File: config.mk
export PLATFORM = sky130hd
export DESIGN_NAME = smt_cell
export DESIGN_NICKNAME = d
export VERILOG_FILES = /design/src/sv/smt_pkg.sv /design/src/sv/smt_cell.sv
export SDC_FILE = /design/constraint.sdc
export NUM_CORES = 1
export LEC_CHECK = 0
export BUFFER_PORTS_ARGS = -buffer_cell sky130_fd_sc_hd__buf_2
export CORE_AREA = 2 2 100 102
export DETAILED_ROUTE_END_ITERATION = 10
export DIE_AREA = 0 0 102 104
export PLACE_DENSITY = 0.53
export SLEW_MARGIN = 20
export SYNTH_ARGS = -nofsm -noshare
export SYNTH_HDL_FRONTEND = slang
export SYNTH_SLANG_ARGS = --single-unit
File: constraint.sdc
create_clock -name clk_i -period 6.1 [get_ports clk_i]
set_input_delay 1.22 -clock clk_i [delete_from_list [all_inputs] [get_ports clk_i]]
set_output_delay 1.22 -clock clk_i [all_outputs]
set_load 0.01 [all_outputs]
File: src/sv/smt_pkg.sv
// Shared constants, codes and inter-module structs of the set membership table.
package smt_pkg;

  localparam int unsigned CAPACITY = 64;
  localparam int unsigned VAL_W    = 32;
  localparam int unsigned IDX_W    = $clog2(CAPACITY);
  localparam int unsigned CNT_W    = $clog2(CAPACITY + 1);
  localparam int unsigned FUNC_W   = 2;
  localparam int unsigned STAT_W   = 2;
  localparam int unsigned MCNT_W   = 7;

  typedef enum logic [FUNC_W-1:0] {
    FUNC_ADD    = 2'd0,
    FUNC_REMOVE = 2'd1,
    FUNC_SEARCH = 2'd2
  } func_e;

  typedef enum logic [STAT_W-1:0] {
    ST_OK   = 2'd0,
    ST_MISS = 2'd1,
    ST_FULL = 2'd2
  } status_e;

  typedef enum logic [1:0] {
    S_IDLE,
    S_WALK,
    S_HOLD
  } state_e;

  // Lookup token that walks the cell chain.
  typedef struct packed {
    logic                    vld;
    logic signed [VAL_W-1:0] value;
    logic                    hit;
    logic [IDX_W-1:0]        hit_idx;
    logic                    free;
    logic [IDX_W-1:0]        free_idx;
  } tok_t;

  // Update broadcast to all cells once the walk is done.
  typedef struct packed {
    logic                    wr;
    logic                    clr;
    logic [IDX_W-1:0]        idx;
    logic signed [VAL_W-1:0] value;
  } cmt_t;

endpackage

File: src/sv/smt_cell.sv
// One table slot: holds an entry and passes the lookup token to its neighbor.
module smt_cell (
  input  logic                     clk_i,
  input  logic                     rst_ni,
  input  logic [smt_pkg::IDX_W-1:0] cell_idx_i,
  input  smt_pkg::tok_t            tok_i,
  output smt_pkg::tok_t            tok_o,
  input  smt_pkg::cmt_t            cmt_i
);
  import smt_pkg::*;

  logic signed [VAL_W-1:0] value_q;
  logic                    valid_q;
  tok_t                    tok_d, tok_q;
  logic                    match;
  logic                    sel;

  assign match = valid_q && (value_q == tok_i.value);
  assign sel   = (cmt_i.idx == cell_idx_i);

  always_comb begin
    tok_d = tok_i;
    if (!tok_i.hit && match) begin
      tok_d.hit     = 1'b1;
      tok_d.hit_idx = cell_idx_i;
    end
    if (!tok_i.free && !valid_q) begin
      tok_d.free     = 1'b1;
      tok_d.free_idx = cell_idx_i;
    end
  end

  always_ff @(posedge clk_i or negedge rst_ni) begin
    if (!rst_ni) begin
      valid_q <= 1'b0;
    end else if (sel && cmt_i.wr) begin
      valid_q <= 1'b1;
    end else if (sel && cmt_i.clr) begin
      valid_q <= 1'b0;
    end
  end

  always_ff @(posedge clk_i) begin
    if (sel && cmt_i.wr) begin
      value_q <= cmt_i.value;
    end
  end

  always_ff @(posedge clk_i or negedge rst_ni) begin
    if (!rst_ni) begin
      tok_q <= '0;
    end else begin
      tok_q <= tok_d;
    end
  end

  assign tok_o = tok_q;

endmodule

### Yosys cells after proc, flatten, opt, wreduce, memory -nomap -nowiden

Cells that the tools add are included.
W data, S select, Z words.

| operators by class | value |
|---|---|
| eq/ne operators | 2 |
| multiplexer cells | 4 |
| reduce and logical (&&, ||, !) cells | 9 |

Operator list:

| cell | number |
|---|---|
| $eq A32 B32 Y1 | 1 |
| $mux W7 | 2 |
| $eq A6 B6 Y1 | 1 |
| $logic_and A1 B1 Y1 | 5 |
| $logic_not A1 Y1 | 3 |
| $mux W1 | 2 |
| $reduce_bool A2 Y1 | 1 |

| storage, ports and cells | value |
|---|---|
| register bits after elaboration | 80 |
| bits of input ports | 95 |
| output and inout port bits | 47 |

### Longest topological paths before layout

| depth | value |
|---|---|
| depth in word-level cells | 4 |
| depth in mapped cells | 6 |

### Worst setup path after synthesis

No wires, ideal clock.

| path | value |
|---|---|
| kind | input to register |
| from | in tok_i[35] in the netlist's numbering |
| to | reg tok_q, in the netlist tok_o[10] |
| arrival | 2834 ps |
| data required time | 5975 ps |
| setup slack | 3141 ps |
| cell stages on the path | 6 |
| buffers on the path | 0 |
| path through | inv_1 -> o2bb2ai_1 -> a221o_1 -> or4_4 -> nor4_4 -> mux2_2 |

RTL lines:

| element | RTL line | RTL |
|---|---|---|
| start: declaration | smt_cell.sv:6 | `input smt_pkg::tok_t tok_i,` |
| end signal: assignment | smt_cell.sv:53 | `tok_q <= tok_d;` |
| end: declaration | smt_cell.sv:14 | `tok_t tok_d, tok_q;` |

==> results.json <==
{
  "outcome": "finished, final reports clean",
  "synth_area_leaders": "dfrtp_1 43%, edfxtp_1 34%, xnor2_1 7.5%",
  "power.leakage_nw": 1.72,
  "grt_max_degree": 34,
  "stdcell_count": 451,
  "placementRows": 36,
  "rsz0062_at_grt": "false",
  "place_inst": 434,
  "synth_top_area_frac": 0.430,
  "drive_gt1_frac": 0.539,
  "hp-class": "reg -> reg",
  "cts_setup_buffers": 0,
  "die_x_um": 102,
  "final_util": 0.406,
  "slew_headroom": 0.453,
  "drtIter0Drc": 43,
  "seq_area_frac_synth": 0.775,
  "tns_ns": 0,
  "synth_top_area_cell": "dfrtp_1",
  "grt_pass1_wl_mm": 9.67,
  "nNetsFinal": 407,
  "vdd_drop_max_mv": 0.0999,
  "cts-resized-gates": 0,
  "wirelength_mm": 6.24,
  "clock-skew-final_ns": 0.00756,
  "syn_avg_cell_area_um2": 17.6,
  "syn_to_final_growth_pct": 38.8,
  "syn-num-nets": 254,
  "worstPathCellList": "buf_2 -> inv_1 -> o2bb2ai_1 -> a221o_1 -> or4_4 -> nor4_4 -> mux2_2",
  "ys_top_cells_by_count": "48 x dfrtp_1, 32 x edfxtp_1, 24 x xnor2_1",
  "fin_ws_ns": 3.19,
  "postRouteAntennaNets": 0,
  "wl_per_cell_um": 13.8,
  "portBuffers": 141,
  "ios": 142,
  "maxCapViolations": 0,
  "nFillCells": 974,
  "initial_core_util": 0.292,
  "ys_async_sr_fraction": 0.600,
  "crit_fanout": 6,
  "worstSetupStartpointType": "input pin",
  "setup_viol_count_final": 0,
  "insertion_delay_ns": 0.35,
  "ctsLongestPathBuffers": 2,
  "fin_crit_sh": 0.477,
  "cts_hold_buf": 0,
  "cts.sink_count": 80,
  "worstMarginPinSlew_ns": 0.820,
  "synth_cell_type_count": 24,
  "track_usage": 0.124,
  "worstPathArrival_ns": 3.14,
  "yosys_warnings": 0,
  "synth-edff-count": 32,
  "vias": 1820,
  "antenna_found_initial": 2,
  "crit_slowest_cell": "or4_4",
  "slew_viol_final": 0,
  "dpl_worst_slack_ns": 2.78,
  "cts_tree": "built",
  "ys_ff_latch": 80,
  "path_clk_slew_ns": 0.08,
  "gp_congestion": 0.664,
  "cts_inserted_buffers": 9,
  "synth_area_um2": 2790,
  "power_density_nw_per_um2": 279,
  "synth.most_common_cell": "dfrtp_1",
  "gr-total-overflow": 0,
  "fmax_mhz": 344,
  "cp.required_ns": 6.34,
  "die_h_um": 104,
  "via_per_inst": 4.04,
  "end_kind": "flop",
  "hold_viol": 0,
  "die_area_um2": 10600,
  "period_needed_ns": 2.91,
  "cts_max_level": 3,
  "dr.pass1.iters": 4,
  "root_buffer": "clkbuf_8",
  "syn_inst": 159,
  "first_global_vias": 1954,
  "drc": 0,
  "critical_path_class": "in -> reg",
  "synth_ff_type": "dfrtp_1",
  "dp_hpwl_mm": 4.83,
  "crit_path_max_incr_delay_ns": 0.54,
  "core_area_um2": 9550
}
==> layer usage <==
metal  vias to the layer above  share of wire  GRT usage
met2                        79           0.50      0.203
met4                         2          0.019     0.0543
met3                        11          0.089     0.0511
met1                       857           0.39      0.141
li1                        871              -          -
met5                         -         0.0018          0
==> placed cells by master, fill, tap and decap left out, types with 2 or more instances in the layout <==
cell,count
buf_2,141
dfrtp_1,48
edfxtp_1,32
xnor2_1,24
mux2_2,12
inv_1,10
clkbuf_8,9
nand4_1,6
xor2_1,5
nor2_1,2
o22ai_1,2
a221oi_1,2
nor3_1,2
a221o_1,2
clkinvlp_4,2
clkinv_1,2
clkinv_2,2
==> path summary, 6_finish.rpt <==
check | startpoint | endpoint | slack (ns) | depth (start not counted)
max in group asynchronous | rst_ni | tok_o[18] | 4.76 | 2
setup / recovery | tok_i[35] | tok_o[12] | 3.19 | 7
min in group asynchronous | rst_ni | tok_o[26] | 0.82 | 1
hold reg to reg | valid_q | tok_o[6] | 0.50 | 1
hold / removal | valid_q | tok_o[6] | 0.50 | 1
setup reg to reg | value_q[22] | tok_o[12] | 3.84 | 4
==> where the power goes <==
group | internal, mW | switching (mW)
clock network | 0.185 | 0.191
logic | 0.0579 | 0.0549
registers | 0.585 | 0.00780
==> cells by family (layout without fill, tap and decap cells) <==
kind of cell    count (synthesis)  after routing  share of synthesized area
buf+inv                        10            168                     0.0134
flops                          80             80                      0.775
other cells                     0              1                          0
mux                            12             12                     0.0484
compound gates                 11             11                     0.0314
simple gates                   17             17                     0.0412
xor+xnor                       29             29                     0.0910
==> stage by stage <==
step | area [µm²] | total power, mW | hold slack, ns
2_1_floorplan | 2790 | 0.648 | 0.450
3_3_place_gp | 3660 | 0.717 | 0.491
3_5_place_dp | 3680 | 0.720 | 0.505
4_1_cts | 3870 | 1.10 | 0.509
5_1_grt | 3870 | 1.14 | 0.539
6_report | 3870 | 1.08 | 0.503
==> state kept, by name (all words and copies together) (netlist names) <==
name and flops:
tok_o 47, value_q 32, valid_q 1
==> worst max-delay path: cells and delay by family <==
kind	cells	cell delay (ns)
AO/OA/AOI/OAI	2	0.34
buffers and inverters	2	0.18
multiplexers	1	0.40
AND/OR/NAND/NOR	2	1.01
==> cell type report <==
cell class / count / area [µm²] / share of cell area
Multi-Input combinational cell: 69 / 593 / 0.153
Inverter: 10 / 37.5 / 0.00969
Clock inverter: 7 / 62.6 / 0.0161
Sequential cell: 80 / 2160 / 0.558
Timing Repair Buffer: 142 / 726 / 0.187
Antenna cell: 1 / 2.50 / 0.000646
Tap cell: 133 / 166 / 0.0430
Clock buffer: 9 / 124 / 0.0320
Note: power is estimated with default switching activity, not from simulation.
