### config.mk
export PLATFORM = sky130hd
export DESIGN_NAME = smt_ctrl
export DESIGN_NICKNAME = d
export VERILOG_FILES = /design/src/sv/smt_pkg.sv /design/src/sv/smt_ctrl.sv
export SDC_FILE = /design/constraint.sdc
export NUM_CORES = 1
export LEC_CHECK = 0
export ABC_CLOCK_PERIOD_IN_PS = 2600
export BUFFER_PORTS_ARGS = -buffer_cell sky130_fd_sc_hd__buf_2
export CAP_MARGIN = 10
export CORE_UTILIZATION = 36
export DETAILED_ROUTE_END_ITERATION = 8
export PLACE_DENSITY = 0.79
export SYNTH_ARGS = -nofsm -noshare
export SYNTH_HDL_FRONTEND = slang
export SYNTH_SLANG_ARGS = --single-unit
### constraint.sdc
create_clock -name clk_i -period 2.6 [get_ports clk_i]
set_clock_uncertainty 0.1 [all_clocks]
set_input_delay 0.65 -clock clk_i [delete_from_list [all_inputs] [get_ports clk_i]]
set_output_delay 0.65 -clock clk_i [all_outputs]
set_load 0.02 [all_outputs]
### src/sv/smt_pkg.sv
// Shared constants, codes and inter-module structs of the set membership table.
package smt_pkg;

  localparam int unsigned CAPACITY = 64;
  localparam int unsigned VAL_W    = 32;
  localparam int unsigned IDX_W    = $clog2(CAPACITY);
  localparam int unsigned CNT_W    = $clog2(CAPACITY + 1);
  localparam int unsigned FUNC_W   = 2;
  localparam int unsigned STAT_W   = 2;
  localparam int unsigned MCNT_W   = 7;

  typedef enum logic [FUNC_W-1:0] {
    FUNC_ADD    = 2'd0,
    FUNC_REMOVE = 2'd1,
    FUNC_SEARCH = 2'd2
  } func_e;

  typedef enum logic [STAT_W-1:0] {
    ST_OK   = 2'd0,
    ST_MISS = 2'd1,
    ST_FULL = 2'd2
  } status_e;

  typedef enum logic [1:0] {
    S_IDLE,
    S_WALK,
    S_HOLD
  } state_e;

  // Lookup token that walks the cell chain.
  typedef struct packed {
    logic                    vld;
    logic signed [VAL_W-1:0] value;
    logic                    hit;
    logic [IDX_W-1:0]        hit_idx;
    logic                    free;
    logic [IDX_W-1:0]        free_idx;
  } tok_t;

  // Update broadcast to all cells once the walk is done.
  typedef struct packed {
    logic                    wr;
    logic                    clr;
    logic [IDX_W-1:0]        idx;
    logic signed [VAL_W-1:0] value;
  } cmt_t;

endpackage

### src/sv/smt_ctrl.sv
// Sequencer: launches the token, decides the operation outcome, holds the result.
module smt_ctrl (
  input  logic                          clk_i,
  input  logic                          rst_ni,
  input  logic                          in_valid_i,
  output logic                          in_ready_o,
  input  logic [smt_pkg::FUNC_W-1:0]    in_func_i,
  input  logic signed [smt_pkg::VAL_W-1:0] in_value_i,
  output smt_pkg::tok_t                 tok_o,
  input  smt_pkg::tok_t                 tok_i,
  output smt_pkg::cmt_t                 cmt_o,
  output logic                          out_valid_o,
  input  logic                          out_ready_i,
  output logic [smt_pkg::STAT_W-1:0]    out_status_o,
  output logic [smt_pkg::MCNT_W-1:0]    out_count_o,
  output logic                          out_empty_o
);
  import smt_pkg::*;

  state_e            state_q, state_d;
  logic [FUNC_W-1:0] func_q;
  logic [CNT_W-1:0]  count_q, count_d;
  status_e           res_q, res_d;
  logic              out_valid_q, out_valid_d;
  logic [STAT_W-1:0] out_status_q;
  logic [MCNT_W-1:0] out_count_q;
  logic              out_empty_q;
  logic              accept;
  logic              load;

  assign accept = in_valid_i && in_ready_o;

  always_comb begin
    tok_o          = '0;
    tok_o.vld      = accept;
    tok_o.value    = in_value_i;
  end

  always_comb begin
    state_d     = state_q;
    count_d     = count_q;
    res_d       = res_q;
    in_ready_o  = 1'b0;
    load        = 1'b0;
    cmt_o       = '0;
    cmt_o.value = tok_i.value;
    unique case (state_q)
      S_IDLE: begin
        in_ready_o = 1'b1;
        if (in_valid_i) begin
          state_d = S_WALK;
        end
      end
      S_WALK: begin
        if (tok_i.vld) begin
          state_d = S_HOLD;
          unique case (func_q)
            FUNC_ADD: begin
              if (tok_i.hit) begin
                res_d = ST_MISS;
              end else if (!tok_i.free) begin
                res_d = ST_FULL;
              end else begin
                res_d     = ST_OK;
                cmt_o.wr  = 1'b1;
                cmt_o.idx = tok_i.free_idx;
                count_d   = count_q + CNT_W'(1);
              end
            end
            FUNC_REMOVE: begin
              if (tok_i.hit) begin
                res_d     = ST_OK;
                cmt_o.clr = 1'b1;
                cmt_o.idx = tok_i.hit_idx;
                if (count_q != '0) begin
                  count_d = count_q - CNT_W'(1);
                end
              end else begin
                res_d = ST_MISS;
              end
            end
            default: begin
              // search, and the unused code behaves the same
              res_d = tok_i.hit ? ST_OK : ST_MISS;
            end
          endcase
        end
      end
      S_HOLD: begin
        if (!out_valid_q || out_ready_i) begin
          load    = 1'b1;
          state_d = S_IDLE;
        end
      end
      default: begin
        state_d = S_IDLE;
      end
    endcase
  end

  always_comb begin
    out_valid_d = out_valid_q && !out_ready_i;
    if (load) begin
      out_valid_d = 1'b1;
    end
  end

  always_ff @(posedge clk_i or negedge rst_ni) begin
    if (!rst_ni) begin
      state_q     <= S_IDLE;
      count_q     <= '0;
      out_valid_q <= 1'b0;
    end else begin
      state_q     <= state_d;
      count_q     <= count_d;
      out_valid_q <= out_valid_d;
    end
  end

  always_ff @(posedge clk_i) begin
    res_q <= res_d;
    if (accept) begin
      func_q <= in_func_i;
    end
    if (load) begin
      out_status_q <= res_q;
      out_count_q  <= MCNT_W'(count_q);
      out_empty_q  <= (count_q == '0);
    end
  end

  assign out_valid_o  = out_valid_q;
  assign out_status_o = out_status_q;
  assign out_count_o  = out_count_q;
  assign out_empty_o  = out_empty_q;

endmodule

* Word-level counts from Yosys, hierarchy flattened
Cells that the tools add are included.
Word-level totals: bits in registers 24, latch bits 0, memory bits (writable) 0, memory bits (read-only) 0, input port bits 85, word-level logic and storage cells 60, memories kept 0
Cells by class: add/subtract/negate cells 2, multipliers 0, divide/modulo/power cells 0, $lt $le $gt $ge 0, equal/unequal tests 10, shifts and indexed selects 0, multiplexer cells 27, bitwise operators 0, reduce and logical (&&, ||, !) cells 13
Operator list (number):
- two-way mux 7 bit | 5
- two-way mux 8 bit | 2
- != test 2 bit, second input constant | 7
- case mux 7 bit (2 select lines) | 1
- two-way mux 2 bit | 6
- two-way mux 6 bit | 2
- case mux 6 bit (2 select lines) | 1
- two-way mux 1 bit | 9
- adder 7 x 1 -> 7 bit, second input constant | 1
- logical NOT 7 bit | 1
- AND reduction 7 bit | 1
- nonzero test 7 bit | 1
- subtractor 7 x 1 -> 7 bit, second input constant | 1
- case mux 2 bit (3 select lines) | 1
- == test 2 x 1 -> 1 bit, second input constant | 2
- logical NOT 2 bit | 2
- AND reduction 3 bit | 1
- == test 2 bit, second input constant | 1
- logical AND 1 bit | 2
- logical NOT 1 bit | 2
- AND reduction 2 bit | 1
- nonzero test 2 bit | 1
- logical OR 1 bit | 1

* Depth between registers and ports, before layout
Gate-level depths: netlist of run 1.
depth in word-level cells 5, gate-level depth with buffers 8

* Least setup slack after synthesis of run 1
OpenSTA, ideal clock, no wires.
path kind input to output, from input tok_i[13] in the netlist's numbering, to output cmt_o[32] in the netlist's numbering, data arrival time 1.542 ns, required time 1.850 ns, path slack 0.308 ns, stages on the path 5, path through inv_1 > and3_1 > clkbuf_1 > a22oi_1 > nor2_1
RTL lines:
- from (decl) | RTL line smt_ctrl.sv:10 | input smt_pkg::tok_t tok_i,
- to (decl) | RTL line smt_ctrl.sv:11 | output smt_pkg::cmt_t cmt_o,

==> summary.md, run 1 <==
| Metric | Value |
|---|---|
| Mapped Cells | `about 180` |
| Drt first-iter violations | `87` |
| Commonest non-fill, non-tap cells in the layout | `buf_2 (41), conb_1 (14), edfxtp_1 (14), nor2_1 (11), dfrtp_1 (10)` |
| Largest net degree at the start of global routing | `14` |
| Initial Util | `37.5%` |
| Synth cell types | `35` |
| Power, Total | `about 0.0011 W` |
| Period utilisation layout | `92.1%` |
| CTS sink count | `24` |
| Ys flop type | `edfxtp_1` |
| Post-Synth XOR/XNOR Area | `roughly 1.5%` |
| Sequential share of the synthesized area | `between 30% and 40%` |
| Internal | `between 0.0007 and 0.0008 W` |
| Psw | `0.000353 W` |
| Maximum VDD drop | `0.189 mV` |
| Fin. Hold Viols | `0` |
| Post-CTS setup buffer count | `0` |
| Initial antenna violation count | `0` |
| Post-DP HPWL | `~3600 um` |
| NumNets Final | `approximately 250` |
| Yosys reg bits | `24` |
| Vias per cell | `4.81` |
| Full die area | `5210 um2` |
| PD cells | `686 nW/um2` |
| Cell Area, Synth | `1770 um2` |
| Hold WC Path Type | `in -> async` |
| Routability congestion estimate from global placement | `0.837` |
| Layout cells sized above 1 | `33.8%` |
| Clk Latency, worst-skew pair | `0.26 ns` |
| Root Driver | `clkbuf_8` |
| Post-DRT Antenna Nets | `0` |
| First-pass GRT wire length | `6020 um` |
| Post-Synth Adder-Cell Area | `around 1.4%` |
| H-tree Lvls | `1` |
| Total number of vias | `1,092` |
| CTS resizes | `0` |
| Filler instances | `474` |
| Worst r2r path cells | `6` |
| Clock Pin Slew Worst Setup and Hold Paths | `about 0.09 ns` |
| Row Count | `25` |
| RSZ-0062 raised after global routing | `false` |
| Non-Filler Instances | `roughly 230` |
| Hold-fix buffers, CTS | `0` |
| Clk buf depth | `2` |
| Main combinational cell family by area after synthesis | `buffers and inverters` |
| Pins over their slew limit | `0` |
| Sequential power share | `~50%` |
| Count of input and output buffers | `41` |
| DRC errors left | `0` |
| Mux cell area share after synthesis | `1.41%` |
| Core Area | `4720 um2` |
| Async S/R FF share, synth | `between 40% and 50%` |
| Max_cap viols | `0` |
| Count of final setup violators | `0` |
| F_max | `roughly 0.42 GHz` |
| Crit path launch type | `register` |
| Die Width | `72.2 um` |
| Commonest non-fill, non-tap cell in the layout | `buf_2` |
| Clock power frac | `a little under a quarter` |
| Area delta synth->final | `-10.4%` |
| Crit-path max FO | `7` |
| DP Cell Count | `223` |
| Vias in the first global route | `1,017` |
| Final min period | `around 2.4 ns` |
| Worst setup EP type | `output pin` |
| Syn avg cell area | `9.80 um2` |
| Diode count | `0` |
| GRT Overall Usage | `16.1%` |
| Post-synth EDFFs | `14` |
| Gr ovfl total | `0` |
| Sw Share | `32.4%` |
| Post-synthesis simple-gate area fraction | `between 10% and 20%` |
| DR WL/cell | `around 19 um` |
| Total wire length | `between 4000 and 5000 um` |
| TritonCTS buffer count | `3` |
| Comb pwr share | `26.4%` |
| CP required | `approximately 1.9 ns` |
| Synthesis Warnings | `0` |
| Leakage | `0.690 nW` |
| TNS Setup | `0 ns` |
| TritonCTS clock tree | `yes` |
| Status | `finished, final reports clean` |
| I/O Pins | `184` |
| Compound-gate portion of the synthesized area | `10.1%` |
| Worst EP arrival | `~1.7 ns` |
| CP Class | `reg -> out` |
| Die Span Y | `72.2 um` |
| DRT Pass-1 Iters | `4` |
==> power by group through the flow <==
| stage | Sequential [W] | Clock [W] | Combinational, W |
|---|---|---|---|
| 2_1_floorplan | 0.000566 | 0 | 0.000335 |
| 3_3_place_gp | 0.000555 | 0 | 0.000281 |
| 3_5_place_dp | 0.000559 | 0 | 0.000288 |
| 4_1_cts | 0.000551 | 0.000252 | 0.000289 |
| 5_1_grt | 0.000562 | 0.000269 | 0.000322 |
| 6_report | 0.000552 | 0.000251 | 0.000287 |
==> state kept, by name (all words and copies together), names as in the netlist <==
register      cells
out_valid_o       1
out_status_o      2
out_empty_o       1
res_q             2
out_count_o       7
state_q           2
func_q            2
count_q           7
==> final timing paths <==
kind | startpoint | endpoint | slack (ns)
min reg2reg | res_q[1]$_SDFFCE_PP0P_ | out_status_o[1]$_DFFE_PP_ | 0.33
max in group asynchronous | rst_ni | count_q[6]$_DFFE_PN0P_ | 2.05
min | rst_ni | out_valid_o$_DFF_PN0_ | 0.14
min in group clk_i | res_q[1]$_SDFFCE_PP0P_ | out_status_o[1]$_DFFE_PP_ | 0.33
max | state_q[1]$_DFFE_PN0P_ | cmt_o[33] | 0.20
max reg2reg | func_q[1]$_DFFE_PP_ | count_q[6]$_DFFE_PN0P_ | 0.33
==> worst max-delay path, cell delays in order, from the launching register on <==
cell	delay (ns)
dfrtp_1	0.47
nand4bb_1	0.46
nor2_1	0.26
buf_2	0.19
==> synthesized netlist by cell type (2+ instances only) <==
| library cell | n | area (um2) |
|---|---|---|
| ha_1 | 2 | 25.0 |
| nor2_1 | 11 | 41.3 |
| a21o_1 | 5 | 37.5 |
| xnor2_1 | 3 | 26.3 |
| nand2_1 | 3 | 11.3 |
| edfxtp_1 | 14 | 420 |
| dfrtp_1 | 10 | 250 |
| o22ai_1 | 4 | 25.0 |
| inv_1 | 5 | 18.8 |
| a22oi_1 | 6 | 45.0 |
| nor2b_1 | 2 | 12.5 |
| or4_1 | 2 | 15.0 |
| buf_4 | 79 | 593 |
| and2_1 | 3 | 18.8 |
| clkbuf_1 | 4 | 15.0 |
| a21oi_1 | 3 | 15.0 |
| nand4_1 | 3 | 18.8 |
| nand2b_1 | 3 | 18.8 |
| nor4_1 | 2 | 12.5 |
| and3_1 | 2 | 12.5 |
==> metrics by stage <==
stage	setup WS, ns	area (um2)	hold WS, ns	util [%]
2_1_floorplan	0.308	1820	0.254	-
3_3_place_gp	0.233	1530	0.300	32.5
3_5_place_dp	0.189	1530	0.310	32.5
4_1_cts	0.128	1590	0.147	33.6
5_1_grt	0.0637	1590	0.150	33.6
6_report	0.205	1590	0.139	33.6
==> cell type report <==
| class | instances | area [um2] | area share [%] |
|---|---|---|---|
| Sequential cell | 24 | 671 | 42.2 |
| Multi-Input combinational cell | 82 | 526 | 33.1 |
| Timing Repair Buffer | 45 | 235 | 14.8 |
| Tap cell | 67 | 83.8 | 5.28 |
| Clock buffer | 4 | 55.1 | 3.46 |
| Inverter | 5 | 18.8 | 1.18 |
==> kinds of logic after synthesis <==
| logic type | after synthesis |
|---|---|
| and+or+nand+nor | 37 |
| muxes | 2 |
| adders and majority gates | 2 |
| DFF | 24 |
| other | 1 |
| AOI/OAI and AO/OA | 24 |
| buffers and inverters | 88 |
| xor gates and xnor gates | 3 |
==> layer usage <==
layer	track usage, %	wire (um)
met1	14.7	1250
met2	27.2	2130
met3	12.5	807
met4	5.23	68
met5	0	0
Note: power is estimated with default switching activity, not from simulation.
==> run 2: changes to the inputs <==
GPL_TIMING_DRIVEN = 0   (was unset)
==> summary.md, run 2 (synthesis results as in run 1) <==
| Metric | Value |
|---|---|
| Status | `finished, final reports clean` |
| Count of input and output buffers | `105` |
| Initial antenna violation count | `0` |
| TNS Setup | `0 ns` |
| Area delta synth->final | `39.1%` |
| Post-CTS setup buffer count | `0` |
| Routability congestion estimate from global placement | `roughly 0.82` |
| Clock Pin Slew Worst Setup and Hold Paths | `~0.080 ns` |
| Vias in the first global route | `1,364` |
| Core Area | `4720 um2` |
| Drt first-iter violations | `161` |
| Layout cells sized above 1 | `64.0%` |
| Full die area | `between 5000 and 6000 um2` |
| Commonest non-fill, non-tap cell in the layout | `buf_2` |
| Worst EP arrival | `1.71 ns` |
| Clock power frac | `17.0%` |
| Worst setup EP type | `output pin` |
| Max_cap viols | `0` |
| Footprint of the multi-input gates | `526 um2` |
| I/O Pins | `184` |
| Non-Filler Instances | `367` |
| Die Span Y | `72.2 um` |
| TritonCTS clock tree | `yes` |
| Psw | `around 0.00045 W` |
| Leakage | `~1.3 nW` |
| Largest net degree at the start of global routing | `13` |
| Die Width | `72.2 um` |
| Comb pwr share | `37.6%` |
| Count of final setup violators | `0` |
| Sw Share | `35.8%` |
| Sequential power share | `about 46%` |
| Fin. Hold Viols | `0` |
| CTS sink count | `24` |
| Place WS | `-0.0625 ns` |
| Total number of vias | `1,547` |
| Vias per cell | `between 4 and 5` |
| DRT Pass-1 Iters | `4` |
| Crit-path max FO | `9` |
| PD cells | `507 nW/um2` |
| Crit path launch type | `register` |
| DR WL/cell | `13.1 um` |
| Filler instances | `436` |
| Hold-fix buffers, CTS | `0` |
| Storage cell area | `approximately 670 um2` |
| Post-DP HPWL | `4150 um` |
| Gr ovfl total | `0` |
| GRT Overall Usage | `17.3%` |
| Maximum VDD drop | `between 0.15 and 0.2 mV` |
| Hold WC Path Type | `in -> async` |
| Slew @ Worst Pin | `0.779 ns` |
| DRC errors left | `0` |
| Internal | `~0.00080 W` |
| CP Class | `reg -> out` |
| DP Cell Count | `366` |
| Total wire length | `4800 um` |
| Clk Latency, worst-skew pair | `0.26 ns` |
| H-tree Lvls | `1` |
| Diode count | `0` |
| Commonest non-fill, non-tap cells in the layout | `buf_2 (105), buf_4 (79), conb_1 (14), edfxtp_1 (14), nor2_1 (11)` |
| Final min period | `2.46 ns` |
| Initial Util | `37.5%` |
| NumNets Final | `389` |
| Headroom to the max-slew limit | `48.0%` |
| Row Count | `25` |
| Final worst slack | `0.140 ns` |
| CP required | `1.85 ns` |
| Period utilisation layout | `between 90 and 100%` |
| First-pass GRT wire length | `6820 um` |
| Root Driver | `clkbuf_8` |
| F_max | `0.406 GHz` |
| Clk buf depth | `2` |
| CTS resizes | `1` |
| Post-DRT Antenna Nets | `0` |
| RSZ-0062 raised after global routing | `false` |
| TritonCTS buffer count | `3` |
| Pins over their slew limit | `0` |
run 2: power by group through the flow:
stage | Sequential [W] | Combinational, W | Clock [W]
4_1_cts | 0.000566 | 0.000471 | 0.000218
6_report | 0.000569 | 0.000470 | 0.000212
3_3_place_gp | 0.000570 | 0.000460 | 0
3_5_place_dp | 0.000574 | 0.000469 | 0
5_1_grt | 0.000582 | 0.000506 | 0.000241
2_1_floorplan | 0.000566 | 0.000335 | 0
run 2: final cells by class:
class                           count  area share (%)
Multi-Input combinational cell     82            21.3
Clock buffer                        3            1.67
Sequential cell                    24            27.2
Tap cell                           67            3.40
Timing Repair Buffer              105            21.3
Inverter                            5           0.761
Buffer                             81            24.4
run 2: worst max-delay path: stages (launching register included):
cell,delay [ns]
edfxtp_1,0.46
nor2_1,0.17
and3_2,0.35
a22oi_1,0.10
nor2_1,0.17
buf_2,0.20
run 2: metrics by stage:
stage               power, W  instance area, um2  utilization, %  hold slack [ns]
detailed placement   0.00104                2430            51.5            0.326
floorplan           0.000901                1820               -            0.254
CTS                  0.00126                2470            52.3            0.149
global placement     0.00103                2430            51.5            0.301
finish               0.00125                2470            52.2            0.144
global route         0.00133                2470            52.2            0.142
run 2: path summary, 6_finish.rpt:
path	to	from	cells past startpoint	slack, ns
max	cmt_o[34]	func_q[0]$_DFFE_PP_	5	0.14
min	state_q[0]$_DFFE_PN0P_	rst_ni	1	0.14
max reg2reg	count_q[2]$_DFFE_PN0P_	func_q[1]$_DFFE_PP_	8	0.26
min reg2reg	out_status_o[1]$_DFFE_PP_	res_q[1]$_SDFFCE_PP0P_	0	0.34
max in group asynchronous	count_q[6]$_DFFE_PN0P_	rst_ni	1	2.05
min in group clk_i	out_status_o[1]$_DFFE_PP_	res_q[1]$_SDFFCE_PP0P_	0	0.34
run 2: metal layers:
| metal | track usage [%] | vias to the layer above | share of wire, % |
|---|---|---|---|
| li1 | - | 767 | - |
| met1 | 20.4 | 686 | 39 |
| met2 | 32.1 | 87 | 53 |
| met3 | 2.78 | 7 | 7.3 |
| met4 | 4.79 | 0 | 0.94 |
| met5 | 0 | - | 0 |
